### config.mk
export PLATFORM = sky130hd
export DESIGN_NAME = string_to_unsigned_parser_core_flat
export DESIGN_NICKNAME = d
export VERILOG_FILES = /design/src/rtl/s2u_pkg.sv /design/src/rtl/s2u_if.sv /design/src/rtl/s2u_step.sv /design/src/rtl/string_to_unsigned_parser_core.sv /design/src/flat_wrapper.sv
export SDC_FILE = /design/constraint.sdc
export NUM_CORES = 1
export LEC_CHECK = 0
export BUFFER_PORTS_ARGS = -buffer_cell sky130_fd_sc_hd__buf_2
export CORE_MARGIN = 2
export CORE_UTILIZATION = 55
export DETAILED_ROUTE_END_ITERATION = 10
export PLACE_DENSITY = 0.73
export SKIP_CTS_REPAIR_TIMING = 1
export SKIP_LAST_GASP = 1
export SLEW_MARGIN = 20
export SYNTH_ARGS = -nofsm -noshare
export SYNTH_HDL_FRONTEND = slang
export SYNTH_HIERARCHICAL = 1
export SYNTH_SLANG_ARGS = --single-unit
### constraint.sdc
create_clock -name clk -period 12.3 [get_ports clk]
set_clock_uncertainty 0.1 [all_clocks]
set_input_delay 1.23 -clock clk [delete_from_list [all_inputs] [get_ports clk]]
set_output_delay 1.23 -clock clk [all_outputs]
set_load 0.02 [all_outputs]
### src/rtl/s2u_pkg.sv
package s2u_pkg;

  localparam int CHAR_W      = 8;
  localparam int BASE_W      = 6;
  localparam int OUT_VALUE_W = 32;
  localparam int OFFSET_W    = 8;

  localparam logic [BASE_W-1:0] BASE_AUTO = 6'd0;
  localparam logic [BASE_W-1:0] BASE_OCT  = 6'd8;
  localparam logic [BASE_W-1:0] BASE_DEC  = 6'd10;
  localparam logic [BASE_W-1:0] BASE_HEX  = 6'd16;

  typedef enum logic [2:0] {
    PH_SKIP,
    PH_SIGN,
    PH_ZERO,
    PH_DIGITS,
    PH_DONE
  } phase_t;

  typedef struct packed {
    phase_t            phase;
    logic [BASE_W-1:0] base;
    logic              minus;
    logic              digit_seen;
    logic              overflow;
  } ctl_t;

  localparam ctl_t CTL_CLEAR = '{
    phase:      PH_SKIP,
    base:       BASE_AUTO,
    minus:      1'b0,
    digit_seen: 1'b0,
    overflow:   1'b0
  };

endpackage

### src/rtl/s2u_if.sv
interface s2u_in_if;
  logic                        valid;
  logic                        ready;
  logic [s2u_pkg::CHAR_W-1:0]  char_in;
  logic                        last_char;

  modport source (output valid, output char_in, output last_char, input ready);
  modport sink   (input valid, input char_in, input last_char, output ready);
endinterface

interface s2u_out_if;
  logic                             valid;
  logic                             ready;
  logic [s2u_pkg::OUT_VALUE_W-1:0]  value;
  logic [s2u_pkg::OFFSET_W-1:0]     stop_offset;
  logic                             digits_taken;
  logic                             overflowed;

  modport source (output valid, output value, output stop_offset, output digits_taken,
                  output overflowed, input ready);
  modport sink   (input valid, input value, input stop_offset, input digits_taken,
                  input overflowed, output ready);
endinterface

interface s2u_cfg_if;
  logic                        valid;
  logic                        ready;
  logic [s2u_pkg::BASE_W-1:0]  number_base;

  modport source (output valid, output number_base, input ready);
  modport sink   (input valid, input number_base, output ready);
endinterface

### src/rtl/s2u_step.sv
module s2u_step #(
  parameter int VALUE_BITS = 32
) (
  input  logic [s2u_pkg::CHAR_W-1:0] char_in,
  input  logic                       last_char,
  input  s2u_pkg::ctl_t              ctl,
  input  logic [VALUE_BITS-1:0]      acc,
  input  logic [s2u_pkg::BASE_W-1:0] cfg_base,
  output s2u_pkg::ctl_t              ctl_nxt,
  output logic [VALUE_BITS-1:0]      acc_nxt,
  output logic                       stop,
  output logic                       term
);

  localparam int PW = VALUE_BITS + s2u_pkg::BASE_W;

  localparam logic [7:0] CH_TAB   = 8'h09;
  localparam logic [7:0] CH_CR    = 8'h0D;
  localparam logic [7:0] CH_SPACE = 8'h20;
  localparam logic [7:0] CH_PLUS  = 8'h2B;
  localparam logic [7:0] CH_MINUS = 8'h2D;
  localparam logic [7:0] CH_ZERO  = 8'h30;
  localparam logic [7:0] CH_NINE  = 8'h39;
  localparam logic [7:0] CH_UA    = 8'h41;
  localparam logic [7:0] CH_UX    = 8'h58;
  localparam logic [7:0] CH_UZ    = 8'h5A;
  localparam logic [7:0] CH_LA    = 8'h61;
  localparam logic [7:0] CH_LX    = 8'h78;
  localparam logic [7:0] CH_LZ    = 8'h7A;
  localparam logic [7:0] NOT_DIGIT = 8'hFF;
  localparam logic [7:0] LETTER_OFS = 8'd10;

  function automatic logic [7:0] digit_value(input logic [7:0] c);
    logic [7:0] v;
    v = NOT_DIGIT;
    if (c >= CH_ZERO && c <= CH_NINE) begin
      v = c - CH_ZERO;
    end else if (c >= CH_UA && c <= CH_UZ) begin
      v = c - CH_UA + LETTER_OFS;
    end else if (c >= CH_LA && c <= CH_LZ) begin
      v = c - CH_LA + LETTER_OFS;
    end
    return v;
  endfunction

  function automatic logic is_space(input logic [7:0] c);
    return (c == CH_SPACE) || (c >= CH_TAB && c <= CH_CR);
  endfunction

  logic          sign_path;
  logic          take;
  logic          stop_c;
  logic [7:0]    dv;
  logic          is_dig;
  logic [PW-1:0] prod;

  always_comb begin
    ctl_nxt   = ctl;
    acc_nxt   = acc;
    sign_path = 1'b0;
    take      = 1'b0;
    stop_c    = 1'b0;

    case (ctl.phase)
      s2u_pkg::PH_SKIP: begin
        if (!is_space(char_in)) begin
          ctl_nxt.phase = s2u_pkg::PH_SIGN;
          if (char_in == CH_MINUS) begin
            ctl_nxt.minus = 1'b1;
          end else if (char_in != CH_PLUS) begin
            sign_path = 1'b1;
          end
        end
      end
      s2u_pkg::PH_SIGN: begin
        sign_path = 1'b1;
      end
      s2u_pkg::PH_ZERO: begin
        ctl_nxt.phase = s2u_pkg::PH_DIGITS;
        if (char_in == CH_UX || char_in == CH_LX) begin
          ctl_nxt.base = s2u_pkg::BASE_HEX;
        end else begin
          // the held leading zero counts as a digit; accumulator is still zero
          ctl_nxt.base = (ctl.base == s2u_pkg::BASE_AUTO) ? s2u_pkg::BASE_OCT
                                                          : s2u_pkg::BASE_HEX;
          ctl_nxt.digit_seen = 1'b1;
          take = 1'b1;
        end
      end
      s2u_pkg::PH_DIGITS: begin
        take = 1'b1;
      end
      default: begin
      end
    endcase

    // first character after whitespace and sign: latch the radix
    if (sign_path) begin
      if ((cfg_base == s2u_pkg::BASE_AUTO || cfg_base == s2u_pkg::BASE_HEX) &&
          char_in == CH_ZERO) begin
        ctl_nxt.base  = cfg_base;
        ctl_nxt.phase = s2u_pkg::PH_ZERO;
      end else begin
        ctl_nxt.base  = (cfg_base == s2u_pkg::BASE_AUTO) ? s2u_pkg::BASE_DEC : cfg_base;
        ctl_nxt.phase = s2u_pkg::PH_DIGITS;
        take = 1'b1;
      end
    end

    dv     = digit_value(char_in);
    is_dig = dv < {2'b00, ctl_nxt.base};
    prod   = PW'(acc) * PW'(ctl_nxt.base) + PW'(dv[s2u_pkg::BASE_W-1:0]);

    if (take) begin
      if (!is_dig) begin
        stop_c = 1'b1;
      end else begin
        ctl_nxt.digit_seen = 1'b1;
        if (ctl.overflow || prod[PW-1:VALUE_BITS] != '0) begin
          ctl_nxt.overflow = 1'b1;
        end else begin
          acc_nxt = prod[VALUE_BITS-1:0];
        end
      end
    end

    // last byte without a stop: an assumed terminator follows it
    term = !stop_c && last_char && (ctl.phase != s2u_pkg::PH_DONE);
    if (term && ctl_nxt.phase == s2u_pkg::PH_ZERO) begin
      ctl_nxt.digit_seen = 1'b1;
    end

    stop = stop_c || term;
    if (stop) begin
      ctl_nxt.phase = s2u_pkg::PH_DONE;
    end
  end

endmodule

### src/rtl/string_to_unsigned_parser_core.sv
// Channel   Dir  Payload                                             Transfer
// in_ch     in   char_in[7:0], last_char                             valid && ready
// out_ch    out  value[31:0], stop_offset[7:0], digits_taken, overflowed  valid && ready
// cfg_ch    in   number_base[5:0]                                    valid && ready
//
// One character per cycle sustained while out_ch does not stall; after its character's
// transfer a result passes the input register, then the result register.
// The per-character loop is the parse-state update: one multiply-add of the accumulator
// by the latched radix plus the digit, with its overflow compare.
// rst_n is synchronous: it clears the parse state, position counter and radix (to 0).
// When out_ch stalls, the result register holds and one more character waits in the
// input register; in_ch.ready then drops.
module string_to_unsigned_parser_core #(
  parameter int VALUE_BITS = 32,
  parameter int MAX_CHARS  = 256
) (
  input logic          clk,
  input logic          rst_n,
  s2u_in_if.sink       in_ch,
  s2u_out_if.source    out_ch,
  s2u_cfg_if.sink      cfg_ch
);

  localparam int POS_W  = $clog2(MAX_CHARS + 1);
  localparam int WIDE_W = POS_W + 9;

  // configured radix
  logic [s2u_pkg::BASE_W-1:0] base_cfg_r;

  // input register
  logic                       hold_valid_r;
  logic [s2u_pkg::CHAR_W-1:0] hold_char_r;
  logic                       hold_last_r;

  // parse state
  s2u_pkg::ctl_t              ctl_r;
  logic [VALUE_BITS-1:0]      acc_r;
  logic [POS_W-1:0]           pos_r;

  // result register
  logic                            out_valid_r;
  logic [s2u_pkg::OUT_VALUE_W-1:0] out_value_r;
  logic [s2u_pkg::OFFSET_W-1:0]    out_offset_r;
  logic                            out_digits_r;
  logic                            out_ovf_r;

  s2u_pkg::ctl_t                   ctl_nxt;
  logic [VALUE_BITS-1:0]           acc_nxt;
  logic                            stop;
  logic                            term;
  logic                            advance;
  logic                            fire;
  logic [VALUE_BITS-1:0]           value_w;
  logic [VALUE_BITS+31:0]          value_ext;
  logic [POS_W:0]                  stop_pos;
  logic [WIDE_W-1:0]               stop_wide;
  logic [s2u_pkg::OFFSET_W-1:0]    offset_w;

  s2u_step #(
    .VALUE_BITS (VALUE_BITS)
  ) u_step (
    .char_in   (hold_char_r),
    .last_char (hold_last_r),
    .ctl       (ctl_r),
    .acc       (acc_r),
    .cfg_base  (base_cfg_r),
    .ctl_nxt   (ctl_nxt),
    .acc_nxt   (acc_nxt),
    .stop      (stop),
    .term      (term)
  );

  // advance the held character whenever the result register is free or draining
  assign advance      = !out_valid_r || out_ch.ready;
  assign fire         = hold_valid_r && advance;
  assign in_ch.ready  = !hold_valid_r || advance;
  assign cfg_ch.ready = 1'b1;

  // saturate on overflow, otherwise negate modulo 2^VALUE_BITS after a minus
  always_comb begin
    if (ctl_nxt.overflow) begin
      value_w = '1;
    end else if (ctl_nxt.minus) begin
      value_w = '0 - acc_nxt;
    end else begin
      value_w = acc_nxt;
    end
    value_ext = {32'd0, value_w};

    stop_pos  = {1'b0, pos_r} + (POS_W + 1)'(term);
    stop_wide = WIDE_W'(stop_pos);
    if (!ctl_nxt.digit_seen) begin
      offset_w = '0;
    end else if (stop_wide > WIDE_W'(255)) begin
      offset_w = '1;
    end else begin
      offset_w = stop_wide[s2u_pkg::OFFSET_W-1:0];
    end
  end

  always_ff @(posedge clk) begin
    if (!rst_n) begin
      base_cfg_r <= s2u_pkg::BASE_AUTO;
    end else if (cfg_ch.valid) begin
      base_cfg_r <= cfg_ch.number_base;
    end
  end

  // input register
  always_ff @(posedge clk) begin
    if (!rst_n) begin
      hold_valid_r <= 1'b0;
    end else if (in_ch.ready) begin
      hold_valid_r <= in_ch.valid;
    end
  end

  always_ff @(posedge clk) begin
    if (in_ch.ready && in_ch.valid) begin
      hold_char_r <= in_ch.char_in;
      hold_last_r <= in_ch.last_char;
    end
  end

  // parse state: drop everything after the last byte of a string
  always_ff @(posedge clk) begin
    if (!rst_n) begin
      ctl_r <= s2u_pkg::CTL_CLEAR;
      acc_r <= '0;
      pos_r <= '0;
    end else if (fire) begin
      if (hold_last_r) begin
        ctl_r <= s2u_pkg::CTL_CLEAR;
        acc_r <= '0;
        pos_r <= '0;
      end else begin
        ctl_r <= ctl_nxt;
        acc_r <= acc_nxt;
        if (pos_r < POS_W'(MAX_CHARS)) begin
          pos_r <= pos_r + 1'b1;
        end
      end
    end
  end

  // result register
  always_ff @(posedge clk) begin
    if (!rst_n) begin
      out_valid_r <= 1'b0;
    end else if (advance) begin
      out_valid_r <= fire && stop;
    end
  end

  always_ff @(posedge clk) begin
    if (fire && stop) begin
      out_value_r  <= value_ext[s2u_pkg::OUT_VALUE_W-1:0];
      out_offset_r <= offset_w;
      out_digits_r <= ctl_nxt.digit_seen;
      out_ovf_r    <= ctl_nxt.overflow;
    end
  end

  assign out_ch.valid        = out_valid_r;
  assign out_ch.value        = out_value_r;
  assign out_ch.stop_offset  = out_offset_r;
  assign out_ch.digits_taken = out_digits_r;
  assign out_ch.overflowed   = out_ovf_r;

  a_offset_zero: assert property (@(posedge clk) disable iff (!rst_n)
    out_valid_r && !out_digits_r |-> out_offset_r == '0)
    else $error("stop offset nonzero with no digits taken");

  a_ovf_digits: assert property (@(posedge clk) disable iff (!rst_n)
    out_valid_r && out_ovf_r |-> out_digits_r)
    else $error("overflow reported without any digit");

  a_last_clears: assert property (@(posedge clk) disable iff (!rst_n)
    fire && hold_last_r |=> ctl_r.phase == s2u_pkg::PH_SKIP && pos_r == '0)
    else $error("parse state not cleared after last byte");

  a_stall_cause: assert property (@(posedge clk) disable iff (!rst_n)
    !in_ch.ready |-> hold_valid_r && out_valid_r && !out_ch.ready)
    else $error("input stalled without a blocked result");

endmodule

### src/flat_wrapper.sv
// flat-port wrapper written by rule: the top's interface ports become plain ports
module string_to_unsigned_parser_core_flat 
#(
  parameter int VALUE_BITS = 32,
  parameter int MAX_CHARS  = 256
)
  (clk, rst_n, in_ch_valid, in_ch_char_in, in_ch_last_char, in_ch_ready, out_ch_valid, out_ch_value, out_ch_stop_offset, out_ch_digits_taken, out_ch_overflowed, out_ch_ready, cfg_ch_valid, cfg_ch_number_base, cfg_ch_ready);
  s2u_in_if in_ch_i ();
  s2u_out_if out_ch_i ();
  s2u_cfg_if cfg_ch_i ();
  input logic clk;
  input logic rst_n;
  input wire logic [$bits(in_ch_i.valid)-1:0] in_ch_valid;
  input wire logic [$bits(in_ch_i.char_in)-1:0] in_ch_char_in;
  input wire logic [$bits(in_ch_i.last_char)-1:0] in_ch_last_char;
  output wire logic [$bits(in_ch_i.ready)-1:0] in_ch_ready;
  output wire logic [$bits(out_ch_i.valid)-1:0] out_ch_valid;
  output wire logic [$bits(out_ch_i.value)-1:0] out_ch_value;
  output wire logic [$bits(out_ch_i.stop_offset)-1:0] out_ch_stop_offset;
  output wire logic [$bits(out_ch_i.digits_taken)-1:0] out_ch_digits_taken;
  output wire logic [$bits(out_ch_i.overflowed)-1:0] out_ch_overflowed;
  input wire logic [$bits(out_ch_i.ready)-1:0] out_ch_ready;
  input wire logic [$bits(cfg_ch_i.valid)-1:0] cfg_ch_valid;
  input wire logic [$bits(cfg_ch_i.number_base)-1:0] cfg_ch_number_base;
  output wire logic [$bits(cfg_ch_i.ready)-1:0] cfg_ch_ready;
  assign in_ch_i.valid = in_ch_valid;
  assign in_ch_i.char_in = in_ch_char_in;
  assign in_ch_i.last_char = in_ch_last_char;
  assign in_ch_ready = in_ch_i.ready;
  assign out_ch_valid = out_ch_i.valid;
  assign out_ch_value = out_ch_i.value;
  assign out_ch_stop_offset = out_ch_i.stop_offset;
  assign out_ch_digits_taken = out_ch_i.digits_taken;
  assign out_ch_overflowed = out_ch_i.overflowed;
  assign out_ch_i.ready = out_ch_ready;
  assign cfg_ch_i.valid = cfg_ch_valid;
  assign cfg_ch_i.number_base = cfg_ch_number_base;
  assign cfg_ch_ready = cfg_ch_i.ready;
  string_to_unsigned_parser_core #(.VALUE_BITS(VALUE_BITS), .MAX_CHARS(MAX_CHARS)) u_core (.clk(clk), .rst_n(rst_n), .in_ch(in_ch_i), .out_ch(out_ch_i), .cfg_ch(cfg_ch_i));
endmodule
## Word-level counts from Yosys, hierarchy flattened

Cells that the tools add are included.

- $add $sub $neg: 9
- $mul: 1
- $lt $le $gt $ge: 11
- Equality and inequality tests: 12
- Mux-type cells: 40
- Reduce and logical (&&, ||, !) cells: 27

Operator list:

| operator | count |
|---|---|
| $mux W32 | 5 |
| $add A38 B6 Y38 | 1 |
| $mul A32 B6 Y38 | 1 |
| $mux W8 | 4 |
| $sub A1 B32 Y32 const A | 1 |
| $mux W9 | 3 |
| $eq A8 B6 Y1 const B | 3 |
| $add A8 B4 Y8 const B | 2 |
| $eq A8 B7 Y1 const B | 2 |
| $ge A8 B7 Y1 const B | 2 |
| $le A8 B7 Y1 const B | 2 |
| $sub A8 B7 Y8 const B | 2 |
| $mux W1 | 15 |
| $logic_not A6 Y1 | 2 |
| $mux W12 | 1 |
| $mux W6 | 2 |
| $logic_and A1 B1 Y1 | 11 |
| $add A9 B1 Y10 | 1 |
| $gt A10 B8 Y1 const B | 1 |
| $mux W5 | 2 |
| $add A9 B1 Y9 const B | 1 |
| $eq A3 B2 Y1 const B | 3 |
| $lt A9 B9 Y1 const B | 1 |
| $ge A8 B4 Y1 const B | 1 |
| 20 further kinds | 31 |

- Flip-flop bits (word level): 112
- Input port bits: 20
- Output and inout bits: 45

## Depth between registers and ports, before layout

Gate-level depths: netlist of the first run.

- Depth in word-level cells: 15
- Gate-level depth with buffers: 38
- Mapped depth without buffers: 35

## Cells and area by module

The synthesis of the first run kept the hierarchy.

Modules (own cells, without submodules):

| module | times used | cells an instance | area each (µm²) |
|---|---|---|---|
| s2u_step | 1 | 938 | 8249.2 |
| string_to_unsigned_parser_core | 1 | 513 | 4956.0 |

## Least setup slack after synthesis of the first run

OpenSTA, ideal clock, no wires.

- Path type: register to register
- Start point: reg u_core/hold_char_r[4] in the netlist's numbering
- End point: reg u_core.out_value_r (netlist bit u_core/out_ch.value[21]) (data pin)
- Library setup time: 266 ps
- Arrival time: 9615 ps
- Required time: 11934 ps
- Path slack: 2319 ps
- Stages on the path, launching flop included: 37
- Buffers on the path: 3
- Period minus slack after synthesis: 9981 ps
- Cells stage by stage: edfxtp_1 -> inv_1 -> ha_1 -> o2111ai_1 -> o21ai_0 -> o21ai_0 -> nor2b_1 -> nor2_1 -> nor3_1 -> nor2_1 -> a21oi_1 -> clkbuf_1 -> nor2b_1 -> fa_1 -> inv_1 -> fa_1 -> inv_1 -> fa_1 -> inv_1 -> fa_1 -> inv_1 -> ha_1 -> o211ai_1 -> o211ai_1 -> a31oi_1 -> o41a_1 -> o41ai_1 -> xor2_1 -> nor4_1 -> nand3_4 -> buf_6 -> mux2_4 -> or4_1 -> buf_2 -> or4_4 -> o41ai_2 -> mux2i_1

- Longest elaborated chain between the ends: 15
- Elaborated cells on any way between the ends: 57
- Classes of those cells: add/sub (7); mul (1); order compare (9); eq/ne (6); mux (25); reduce/logical (9)

RTL lines:

| element | RTL line | text |
|---|---|---|
| from (decl) | string_to_unsigned_parser_core.sv:32 | `logic [s2u_pkg::CHAR_W-1:0] hold_char_r;` |
| from (signal assigned) | string_to_unsigned_parser_core.sv:120 | `hold_char_r <= in_ch.char_in;` |
| $ge A8 B4 Y1, or another cell as far along | s2u_step.sv:47 | `return (c == CH_SPACE) \|\| (c >= CH_TAB && c <= CH_CR);` |
| $logic_and A1 B1 Y1 or $mux W1 (tied branches) | s2u_step.sv:47, s2u_step.sv:70 |  |
| $logic_or A1 B1 Y1 or $mux W1 (tied branches) | s2u_step.sv:47, s2u_step.sv:68 |  |
| $mux W1 | s2u_step.sv:66 | `if (!is_space(char_in)) begin` |
| $pmux W1 S2 | s2u_step.sv:64 | `case (ctl.phase)` |
| $mux W9 | s2u_step.sv:98 | `if (sign_path) begin` |
| $mul A32 B6 Y38 | s2u_step.sv:112 | `prod = PW'(acc) * PW'(ctl_nxt.base) + PW'(dv[s2u_pkg::BASE_W-1:0]);` |
| $add A38 B6 Y38 | s2u_step.sv:112 |  |
| $reduce_bool A6 Y1 | s2u_step.sv:119 | `if (ctl.overflow \|\| prod[PW-1:VALUE_BITS] != '0) begin` |
| $logic_or A1 B1 Y1 | s2u_step.sv:119 |  |
| $mux W32 | s2u_step.sv:119 |  |
| $mux W32 | s2u_step.sv:115 | `if (!is_dig) begin` |
| $mux W32 (*) | s2u_step.sv:114 | `if (take) begin` |
| named net u_core.acc_nxt[3] | string_to_unsigned_parser_core.sv:48 | `logic [VALUE_BITS-1:0] acc_nxt;` |
| $sub A1 B32 Y32 (*) | string_to_unsigned_parser_core.sv:84 | `value_w = '0 - acc_nxt;` |
| $mux W32 (*) | string_to_unsigned_parser_core.sv:83 | `end else if (ctl_nxt.minus) begin` |
| to (signal assigned) | string_to_unsigned_parser_core.sv:157 | `out_value_r <= value_ext[s2u_pkg::OUT_VALUE_W-1:0];` |
| to (decl) | string_to_unsigned_parser_core.sv:42 | `logic [s2u_pkg::OUT_VALUE_W-1:0] out_value_r;` |

Mark *: on every way through the listed nets, which the timed path passes. The rest lies on a longest branch.
A chain may end at the register's enable or synchronous reset.

## Worst setup path in the final report of the first run

- Start point: reg u_core/hold_char_r[0] in the netlist's numbering
- End point: reg u_core.out_value_r (netlist bit u_core/out_ch.value[21]) (data pin)

The elaborated chain is that of the path after synthesis.

==> summary.txt, run 1 <==
CTS
  • Clock tree buffer depth: 2
  • CTS clk-pin slew, worst paths: 80 ps
  • Num Clock Sinks: 112
  • CTS Root Cell: clkbuf_16
  • H-Tree Level Count: 3
  • Worst-Skew Late Latency: 370 ps
  • CTS Buf Count: 9
  • CTS tree: done

Run status
  • Outcome: finished clean

Worst setup path
  • Crit path DAT: 11610 ps
  • Required @ worst endpoint: 12420 ps
  • Max stage delay cell, worst path: nor4_2
  • CP startpoint kind: flop
  • CP max FO: 23
  • Max incr delay on CP: 790 ps
  • Setup crit start: u_core/hold_char_r[0]
  • Reg2reg path depth: 35
  • CP Capture Type: flop
  • Worst r2r src: u_core/hold_char_r[0]
  • Most frequent CP cell: inv_1
  • Crit Path Category: flop to flop

Cells and area
  • Cell area after layout: 0.0141 sq mm
  • Final nets: 1706
  • Reg area: 0.00275 sq mm
  • Share of cells above drive strength 1: 0.104
  • Area delta synth->final: 7.10%
  • Post-route insts no fill: 1786
  • Fill count: 2068
  • Multi-input gate area: 0.00995 sq mm

STA
  • Final count of pins violating max slew: 0
  • Fin Hold WS: 368 ps
  • Slew headroom: 0.354
  • RSZ-0062 raised after global routing: false
  • Finish-stage setup viols: 0
  • Fmax: 87.0 MHz
  • Final Cycle Share: 0.934
  • Worst slew pin tran: 968 ps
  • Final Hold Fails: 0
  • Final setup TNS: 0 ps
  • Final WS setup: 809 ps
  • Crit path time final: 11490 ps

Placed design
  • Final GP Congestion: 0.950
  • Placed Area: 0.0138 sq mm
  • Inst Count DP: 1768
  • Buffers on Ports: 63
  • Setup slack at placement: 500 ps
  • Detail Placement HPWL: 26200 um

Synth
  • Synth Cell Area: 0.0132 sq mm
  • Register area share after synthesis: 0.208
  • Syn avg cell area: 9.10 sq um
  • Unique masters post-synth: 78
  • Number of enable flip-flop cells after synthesis: 51
  • Synth top cells by count: nand2_1, and2_1, fa_1, a21oi_1, ha_1
  • Synth area leaders: fa_1, edfxtp_1, ha_1, dfxtp_1, and2_1
  • Primary FF master, synth: dfxtp_1
  • Top-count cell post-synth: nand2_1
  • Post-synth top area cell: fa_1
  • Ys Warns: 6
  • Synthesized instance count: 1451
  • Post-synth ARST share: 0
  • Synth top area share: 0.188
  • Syn nets: 1696
  • Synthesized flop and latch total: 112

Routing
  • Drt wl/cell: 19.2 um
  • Final ANT Viol Nets: 0
  • Final wirelength: 34200 um
  • First DRT Iteration DRCs: 912
  • Post-route DRC: 0
  • Vias per Instance: 6.12
  • Vias: 10924
  • DRT Pass-1 Iters: 6

Global route
  • Largest net degree at the start of global routing: 46
  • All-layer global routing usage: 0.275
  • Vias in the first global route: 10646
  • Overflow after GRT: 0
  • First-pass GRT wire length: 56400 um
  • Initial antenna violation count: 2

Die
  • Die ar.: 0.0253 sq mm
  • Die Height: 159 um
  • Initial core utilization: 0.561
  • IO Pins: 65
  • Die width: 159 um
  • Core Region: 0.0235 sq mm
  • Num rows: 56

Power
  • Worst VDD drop: 0.0000622 V
  • Pwr dens: 63.4 mW/mm^2
  • Leakage: 6.48 nW

Hold path
  • Tightest Hold Check Type: flop to flop
  • Hold path depth: 2
  • Worst Min Path Start: u_core/ctl_r[2]

Run
  • Maxcap violations: 0
[worst max-delay path: cells and delay by family (launching register included)]
family	cells	cell delay, ps
AOI/OAI and AO/OA	9	2420
xor gates and xnor gates	1	150
adders and majority gates	6	2650
buffers and inverters	7	970
DFF	1	500
muxes	2	690
and+or+nand+nor	10	3850
[metrics by stage]
stage          total power, W  utilization
6_report             0.000896        0.601
5_1_grt              0.000932        0.601
3_5_place_dp         0.000564        0.584
3_3_place_gp         0.000562        0.584
2_1_floorplan        0.000513            -
4_1_cts              0.000898        0.599
[logic make-up after synthesis]
group / synth area share
and+or+nand+nor: 0.233
adders and majority gates: 0.284
buffers and inverters: 0.0460
muxes: 0.0602
DFF: 0.208
xor gates and xnor gates: 0.0345
AOI/OAI and AO/OA: 0.134
other: 0.000284
[where the power goes]
| part | leakage, nW | switching (W) | internal [W] |
|---|---|---|---|
| logic | 5.36 | 0.000101 | 0.0000457 |
| registers | 0.954 | 0.0000107 | 0.000403 |
| clock network | 0.167 | 0.000159 | 0.000178 |
| total | 6.48 | 0.000270 | 0.000626 |
[cell usage in the layout, fill, tap and decap left out, drive strengths merged, types with 25 or more instances in the layout]
cell type and instances:
nand2 159, and2 128, fa 124, a21oi 110
ha 101, nor2b 93, buf 77, inv 74
nor2 72, dfxtp 61, edfxtp 51, o21ai 40
mux2 33, mux2i 31, xnor2 27, xor2 25
[layout make-up]
| type | count | share of cell area |
|---|---|---|
| Antenna cell | 1 | 0.000177 |
| Clock buffer | 10 | 0.0177 |
| Clock inverter | 6 | 0.00664 |
| Inverter | 72 | 0.0191 |
| Multi-Input combinational cell | 1189 | 0.704 |
| Sequential cell | 112 | 0.195 |
| Tap cell | 319 | 0.0282 |
| Timing Repair Buffer | 77 | 0.0297 |
[state kept, by name (all words and copies together), names as in the netlist, 6 cells and up]
register / flops
u_core/out_ch.value: 32
u_core/out_ch.stop_offset: 8
u_core/ctl_r: 12
u_core/hold_char_r: 8
u_core/base_cfg_r: 6
u_core/acc_r: 32
u_core/pos_r: 9
[routing by layer]
metal	vias to the layer above	share of wire	global-route usage
met1	5396	0.45	0.381
met4	2	0.021	0.0702
met5	-	0.00038	0
met3	50	0.062	0.0386
met2	429	0.47	0.457
li1	5047	-	-
[worst paths after layout]
kind | slack [ps] | to
worst min-delay path | 370 | u_core/ctl_r[2]
worst max register to register | 810 | u_core/out_ch.value[21]
worst max-delay path | 810 | u_core/out_ch.value[21]
worst min register to register | 370 | u_core/ctl_r[2]
No activity file was read; power rests on OpenSTA's default activity.
==> run 2: changes to the inputs <==
--- a/config.mk
+++ b/config.mk
@@ -10,6 +10,7 @@
 export CORE_UTILIZATION = 55
 export DETAILED_ROUTE_END_ITERATION = 10
 export PLACE_DENSITY = 0.73
+export RECOVER_POWER = 50
 export SKIP_CTS_REPAIR_TIMING = 1
 export SKIP_LAST_GASP = 1
 export SLEW_MARGIN = 20
==> constraint.sdc (replaced) <==
create_clock -name clk -period 12.3 [get_ports clk]
set_clock_uncertainty 0.1 [all_clocks]
set_input_delay 1.23 -clock clk [delete_from_list [all_inputs] [get_ports clk]]
set_output_delay 1.23 -clock clk [all_outputs]
set_load 0.01 [all_outputs]
==> run 2 against run 1 <==
The flow now finishes with violations (max-capacitance violations, max-slew violations); register-to-register slack hardly changed; worst hold slack better by 2.2 ps; critical path depth unchanged; design area is 0.65% lower; highest routed layer unchanged; final cell count unchanged; global-route usage unchanged.
==> summary.txt, run 2 (synthesis gave the netlist of run 1 again) <==
Die
  • Die ar.: 0.0253 sq mm
  • IO Pins: 65
  • Initial core utilization: 0.561
  • Num rows: 56
  • Die Height: 159 um
  • Core Region: 0.0235 sq mm
  • Die width: 159 um

Placed design
  • Buffers on Ports: 63
  • Detail Placement HPWL: 26200 um
  • Placed Area: 0.0138 sq mm
  • Final GP Congestion: 0.950

Global route
  • Largest net degree at the start of global routing: 46
  • Overflow after GRT: 0
  • First-pass GRT wire length: 56400 um
  • All-layer global routing usage: 0.275
  • Initial antenna violation count: 2
  • Vias in the first global route: 10646

Power
  • Switching part of the total: 0.297
  • Net load switching power: 0.000263 W
  • Pwr dens: 63.1 mW/mm^2
  • Clock share of power: 0.380
  • Flop pwr share: 0.467
  • Worst VDD drop: 0.0000628 V
  • Pint: 0.000623 W
  • Combinational power share: 0.153
  • Leakage: 6.36 nW
  • Total power: 0.000886 W

Worst setup path
  • CP startpoint kind: flop
  • CP endpoint: u_core/out_ch.value[21]
  • Reg2reg setup slack: 820 ps
  • Most frequent CP cell: inv_1
  • Crit Path Category: flop to flop
  • Max incr delay on CP: 790 ps
  • Setup crit start: u_core/hold_char_r[0]
  • Crit path DAT: 11600 ps
  • Crit Reg-Reg Endpoint: u_core/out_ch.value[21]
  • Worst r2r src: u_core/hold_char_r[0]
  • Required @ worst endpoint: 12410 ps
  • Reg2reg path depth: 35
  • CP max FO: 23
  • Max stage delay cell, worst path: nor4_2
  • CP Capture Type: flop

Cells and area
  • Share of cells above drive strength 1: 0.0682
  • Final nets: 1706
  • Commonest non-fill, non-tap cells in the layout: nand2_1, and2_1, fa_1
  • Area delta synth->final: 6.41%
  • Most common cell after layout, fill and taps aside: nand2_1
  • Cell area after layout: 0.0141 sq mm

CTS
  • H-Tree Level Count: 3
  • CTS tree: done
  • Clock tree buffer depth: 2
  • CTS Buf Count: 9
  • Num Clock Sinks: 112
  • CTS clk-pin slew, worst paths: 80 ps
  • CTS Root Cell: clkbuf_16
  • Worst-Skew Late Latency: 370 ps

STA
  • Final count of pins violating max slew: 119
  • RSZ-0062 raised after global routing: false
  • Crit path time final: 11480 ps
  • Finish-stage setup viols: 0
  • Final Cycle Share: 0.934
  • Final Hold Fails: 0
  • Final setup TNS: 0 ps
  • Fmax: 87.1 MHz
  • Worst slew pin tran: 3260 ps
  • Slew headroom: -1.19

Routing
  • Vias per Instance: 6.09
  • DRT Pass-1 Iters: 5
  • Post-route DRC: 0
  • Final ANT Viol Nets: 0
  • Vias: 10881
  • Final wirelength: 34200 um
  • First DRT Iteration DRCs: 922
  • Drt wl/cell: 19.2 um

Run
  • Maxcap violations: 3

Hold path
  • Tightest Hold Check Type: flop to flop
  • Hold path depth: 2

Run status
  • Failing checks: max-capacitance violations, max-slew violations
  • Outcome: finished with violations
## run 2: worst max-delay path: cells and delay by family, from the launching register on
family / cells / cell delay [ps]
and+or+nand+nor: 10 / 3830
adders and majority gates: 6 / 2640
AOI/OAI and AO/OA: 9 / 2420
buffers and inverters: 7 / 970
muxes: 2 / 700
DFF: 1 / 500
xor gates and xnor gates: 1 / 150
## run 2: worst min path at each step
stage	slack [ps]	end	start
final	370	u_core/ctl_r[2]	u_core/ctl_r[2]
after floorplan	340	u_core/ctl_r[10]	u_core/ctl_r[10]
after detailed placement	350	u_core/ctl_r[2]	u_core/ctl_r[2]
after CTS	370	u_core/ctl_r[2]	u_core/ctl_r[2]
after global placement	350	u_core/ctl_r[2]	u_core/ctl_r[2]
after global routing	400	u_core/ctl_r[8]	u_core/ctl_r[8]
## run 2: power groups by stage
stage / sequential, W / clock [W] / combinational [W]
3_5_place_dp: 0.000422 / 0 / 0.000136
4_1_cts: 0.000413 / 0.000341 / 0.000137
2_1_floorplan: 0.000422 / 0 / 0.0000846
6_report: 0.000414 / 0.000336 / 0.000136
3_3_place_gp: 0.000421 / 0 / 0.000134
5_1_grt: 0.000416 / 0.000358 / 0.000148
## run 2: final cells by class
cell class                      instances  area, sq um
Multi-Input combinational cell       1189         9930
Fill cell                            2114         9490
Sequential cell                       112         2750
Tap cell                              319          399
Timing Repair Buffer                   77          357
Inverter                               72          270
Clock buffer                           10          250
Clock inverter                          6         93.8
Antenna cell                            1         2.50
## run 2: metal layers
layer	share of wire	global-route usage	wire length, um	up-vias
li1	-	-	-	5048
met1	0.45	0.381	15400	5368
met2	0.47	0.457	16000	407
met3	0.060	0.0386	2070	56
met4	0.020	0.0702	697	2
met5	0.00038	0	13	-
## run 2: through the flow
stage          utilization  hold WS (ps)  setup WS, ps  std cells
4_1_cts              0.599           371           421       1784
3_3_place_gp         0.584           350           929       1768
6_report             0.597           370           816       1786
3_5_place_dp         0.584           354           500       1768
2_1_floorplan            -           335          2320       1451
5_1_grt              0.597           400          68.0       1786
